### src/rtl/core/pms_pkg.sv
// Shared types and constants for the Prim spanning tree block.
// No dependencies.
package pms_pkg;

    localparam int W_W = 22;
    localparam int V_W = 9;
    localparam int COST_W = 30;
    localparam logic [W_W-1:0] NO_EDGE = 22'h3f3f3f;

    typedef enum logic
    {
        REQ_LOAD  = 1'b0,
        REQ_SOLVE = 1'b1
    } req_t;

    // wave token travelling down the cell row
    typedef struct packed
    {
        logic           tok;
        logic           found;
        logic [W_W-1:0] best;
    } wave_t;

    // broadcast to every cell
    typedef struct packed
    {
        logic           init;
        logic [V_W-1:0] n;
        logic [W_W-1:0] w;
    } cell_ctl_t;

endpackage

### src/rtl/core/pms_cell.sv
// One vertex cell: holds distance and tree flag, relaxes and passes the running minimum.
// Depends on pms_pkg.
module pms_cell #(
    parameter int VW  = 8,
    parameter int IDX = 0
) (
    input  logic              clk,
    input  logic              rst_n,
    input  pms_pkg::cell_ctl_t ctl,
    input  logic [VW-1:0]     k,
    input  pms_pkg::wave_t    wave_in,
    input  logic [VW-1:0]     idx_in,
    output pms_pkg::wave_t    wave_out,
    output logic [VW-1:0]     idx_out
);

    logic [pms_pkg::W_W-1:0] dist_reg, dist_next;
    logic                    in_reg, in_next;
    logic                    tok_reg;
    logic                    found_reg, found_next;
    logic [pms_pkg::W_W-1:0] best_reg, best_next;
    logic [VW-1:0]           idx_reg, idx_next;
    logic                    active, in_eff, cand;

    always_comb
    begin
        active     = 32'(ctl.n) > IDX;
        in_eff     = in_reg | (k == VW'(IDX));
        dist_next  = dist_reg;
        in_next    = in_reg;
        found_next = wave_in.found;
        best_next  = wave_in.best;
        idx_next   = idx_in;
        cand       = 1'b0;
        if (ctl.init)
        begin
            dist_next = pms_pkg::NO_EDGE;
            in_next   = (IDX == 0);
        end
        else if (wave_in.tok)
        begin
            in_next = in_eff;
            if (active && !in_eff && ctl.w < dist_reg)
            begin
                dist_next = ctl.w;
            end
            cand = active && !in_eff && dist_next < wave_in.best;
            if (cand)
            begin
                found_next = 1'b1;
                best_next  = dist_next;
                idx_next   = VW'(IDX);
            end
        end
    end

    always_ff @(posedge clk or negedge rst_n)
    begin
        if (!rst_n)
        begin
            tok_reg <= 1'b0;
        end
        else
        begin
            tok_reg <= wave_in.tok & ~ctl.init;
        end
    end

    always_ff @(posedge clk)
    begin
        dist_reg  <= dist_next;
        in_reg    <= in_next;
        found_reg <= found_next;
        best_reg  <= best_next;
        idx_reg   <= idx_next;
    end

    assign wave_out.tok   = tok_reg;
    assign wave_out.found = found_reg;
    assign wave_out.best  = best_reg;
    assign idx_out        = idx_reg;

endmodule

### config.mk
export PLATFORM = sky130hd
export DESIGN_NAME = pms_cell
export DESIGN_NICKNAME = d
export VERILOG_FILES = /design/src/rtl/core/pms_pkg.sv /design/src/rtl/core/pms_cell.sv
export SDC_FILE = /design/constraint.sdc
export NUM_CORES = 1
export LEC_CHECK = 0
export ABC_AREA = 0
export BUFFER_PORTS_ARGS = -buffer_cell sky130_fd_sc_hd__buf_2
export CORE_MARGIN = 3
export CORE_UTILIZATION = 45
export DETAILED_ROUTE_END_ITERATION = 16
export MAX_ROUTING_LAYER = met4
export PLACE_DENSITY = 0.72
export SLEW_MARGIN = 20
export SYNTH_ARGS = -nofsm -noshare
export SYNTH_HDL_FRONTEND = slang
export SYNTH_SLANG_ARGS = --single-unit
### constraint.sdc
create_clock -name clk -period 5.42 [get_ports clk]
set_input_delay 0.542 -clock clk [delete_from_list [all_inputs] [get_ports clk]]
set_output_delay 0.542 -clock clk [all_outputs]
set_load 0.02 [all_outputs]
==> impl_metrics.py <==
metrics = {
    "synthesis": {
        "yosys-top-cells-count": "dfxtp_1, inv_1, ha_1",
        "ys_ff_latch": 55,
        "async_flop_share_pct": 1.82,
        "ys.flop_type": "dfxtp_1",
        "synth.most_common_cell": "dfxtp_1",
        "syn_nets": 443,
        "synth_top_area_share_pct": 33.4,
        "synth_area_mm2": 0.00324,
        "ys.warnings.count": 0,
        "syn_inst": 327,
        "synth_seq_area_share_pct": 34.2,
        "ys_types": 43,
        "avgSynthCellArea_um2": 9.90,
        "synth_top_cell_by_area": "dfxtp_1",
        "synth_edf_count": 0,
        "synth.area.top_cells": "dfxtp_1, ha_1, mux2_2, inv_1, a211o_1",
    },
    "sta": {
        "tns_ns": 0,
        "relSlewSlack_pct": 57.0,
        "finalSetupViolCount": 0,
        "maxSlewViolCount": 0,
        "period_share_pct": 87.4,
        "max_clock_freq_ghz": 0.211,
        "grt_setup_unrepaired": "no",
        "tightest_slew_ns": 0.645,
        "min_period_ns": 4.74,
        "fin_skew_ns": 0.00837,
        "finalWorstSetupSlack_ns": 0.683,
        "hold_violations": 0,
    },
    "cts": {
        "cts_tree": "built",
        "cts_root_buf": "clkbuf_8",
        "cts_buffers": 5,
        "cts_num_sinks": 55,
        "clk_latency_ns": 0.31,
        "cts.clk_slew.worst_paths_ns": 0.10,
        "htree_levels": 2,
        "clock_tree.buffer_depth": 2,
    },
    "die": {
        "start_util_pct": 47.1,
        "io-pin-count": 106,
        "core_mm2": 0.00687,
        "die_w_um": 90.8,
        "dieArea_mm2": 0.00825,
        "die_h_um": 90.8,
        "num_rows": 30,
    },
    "power": {
        "total_power_uw": 942,
        "swShare_pct": 25.6,
        "p_seq_share_pct": 46.2,
        "p_comb_share_pct": 20.0,
        "p_per_area_mw_per_mm2": 236,
        "switching_power_uw": 241,
        "intPower_uw": 701,
        "p_clk_share_pct": 33.9,
        "leakage_nw": 2.11,
        "irDropWorstVdd_mv": 0.124,
    },
    "detailed_routing": {
        "wl_um": 7390,
        "vias": 2678,
        "drc": 0,
        "via_per_inst": 5.08,
        "dr.pass1.iters": 4,
        "wl_per_cell_um": 14.0,
        "antenna_left": 0,
        "drtIter0Drc": 121,
    },
    "place": {
        "gp_congestion": 0.829,
        "pre_cts_slack_ns": 0.367,
        "dp_hpwl_um": 5930,
        "io_buffers": 105,
    },
    "global_route": {
        "grt_pass1_vias": 2610,
        "antenna_found_initial": 0,
        "grt_pass1_wl_um": 12200,
        "grtUsageTotal_pct": 18.4,
        "grt_max_degree": 37,
        "grt_overflow": 0,
    },
    "critical_path": {
        "critical_path_class": "register to register",
        "slowest_delay_ns": 0.39,
        "critPathTopFamily": "compound AO/OA/AOI/OAI gates",
        "crit_arrival_ns": 4.94,
        "rr_worst_depth": 16,
        "critical_path_cell_count": 16,
        "crit_fanout": 20,
        "path_cells": "inv_1 > ha_1 > a211oi_1 > a21oi_1 > o31a_1 > nor3_2 > buf_12 > mux2_2 > ha_1 > and4_1 > a221o_1 > a221oi_1 > o221ai_1 > a31oi_4 > buf_4 > mux2_2",
        "slowest_stage": "nor3_2",
        "path_buf_inv": 3,
        "cp.required_ns": 5.63,
        "start_kind": "register",
        "endpoint_kind": "register",
    },
    "cells_and_area": {
        "finalNetCount": 546,
        "multi_input_area_mm2": 0.00188,
        "drive_gt1_share_pct": 35.5,
        "fillers": 652,
        "regArea_mm2": 0.00111,
        "fin_util_pct": 58.1,
        "area_delta_synth_final_pct": 23.2,
        "antenna_cells": 0,
    },
    "min_path": {
        "worst_hold_path_type": "input port to register",
        "worstHoldPathCells": 2,
    },
    "run": {
        "maxCapViolations": 0,
    },
    "outcome": {
        "status": "finished, final reports clean",
    },
}
-- cell type report --
cell class	instances	area share [%]
Multi-Input combinational cell	212	47.1
Sequential cell	55	27.7
Timing Repair Buffer	110	14.5
Inverter	46	4.33
Tap cell	96	3.01
Clock buffer	6	1.82
Clock inverter	2	1.51
-- metal layers --
layer	global-route usage, %	routed length, µm	up-vias
li1	-	-	1362
met3	3.83	394	16
met1	23.9	3490	1223
met5	-	0	-
met4	6.28	150	0
met2	28.5	3360	77
-- power groups by stage --
stage,Combinational [mW],Clock [mW],Sequential [mW]
detailed placement,0.187,0,0.445
finish,0.188,0.319,0.435
floorplan,0.103,0,0.460
CTS,0.189,0.330,0.435
global placement,0.182,0,0.444
global route,0.212,0.347,0.438
-- kinds of logic (layout without fill, tap and decap cells) --
kind of cell / Yosys count / after routing / share of synthesized area, %
buf+inv: 60 / 164 / 7.92
flops: 55 / 55 / 34.2
simple gates: 67 / 67 / 10.6
mux: 43 / 43 / 16.1
compound gates: 60 / 60 / 15.0
fa+ha+maj: 42 / 42 / 16.2
-- placed cells by master, fill, tap and decap left out, types with 2 or more instances in the layout --
cell type  synthesis  final
or4_1              2      2
bufinv_16          0      2
o211a_1            4      4
nand4_1            3      3
a211oi_1           2      2
clkbuf_8           0      5
mux2_4            10     10
buf_2              1    105
nor3_1             5      4
nor2_1            26     26
a21oi_1            8      8
mux2_1             9      9
ha_1              42     42
buf_4              4      3
a21o_1             8      8
o2111ai_1          2      2
nor2b_1            9      9
a211o_1           18     18
inv_1             46     46
o31a_1             2      2
o21ai_0            5      5
nand2_1            9      9
mux2_2            23     23
nand3_1            2      2
and4_1             5      5
dfxtp_1           54     54
nand2b_1           3      3
-- path summary, 6_finish.rpt --
check	startpoint	to	slack, ns
setup / recovery	dist_reg[8]	best_reg[15]	0.68
hold / removal	wave_in[22]	found_reg	0.41
setup reg to reg	dist_reg[8]	best_reg[15]	0.68
hold reg to reg	in_reg	in_reg	0.46
max in group asynchronous	rst_n	tok_reg	4.81
min in group asynchronous	rst_n	tok_reg	0.53
-- worst reg2reg max path, cell delays in order (launching register included) --
cell and delay [ns]:
dfxtp_1 0.35, inv_1 0.06, ha_1 0.30, a211oi_1 0.24, a21oi_1 0.09, o31a_1 0.32
nor3_2 0.39, buf_12 0.25, mux2_2 0.38, ha_1 0.29, and4_1 0.21, a221o_1 0.30
a221oi_1 0.38, o221ai_1 0.25, a31oi_4 0.22, buf_4 0.25, mux2_2 0.36
-- what timing repair did --
| item | 4_1_cts | 5_1_grt |
|---|---|---|
| setup endpoints to repair | 0 | 0 |
| buffers inserted | 0 | 0 |
| gates resized for setup | 0 | 0 |
| hold buffers | 1 | 0 |
| endpoints found under the hold margin | 1 | 0 |
-- stage by stage --
| step | hold slack (ns) | instances | instance area, µm² |
|---|---|---|---|
| after detailed placement | 0.318 | 518 | 3850 |
| after CTS | 0.397 | 527 | 3990 |
| after global placement | 0.318 | 518 | 3850 |
| after global routing | 0.411 | 527 | 3990 |
| after floorplan | 0.246 | 327 | 3240 |
| final | 0.409 | 527 | 3990 |
Power figures use the tool's default switching activity.
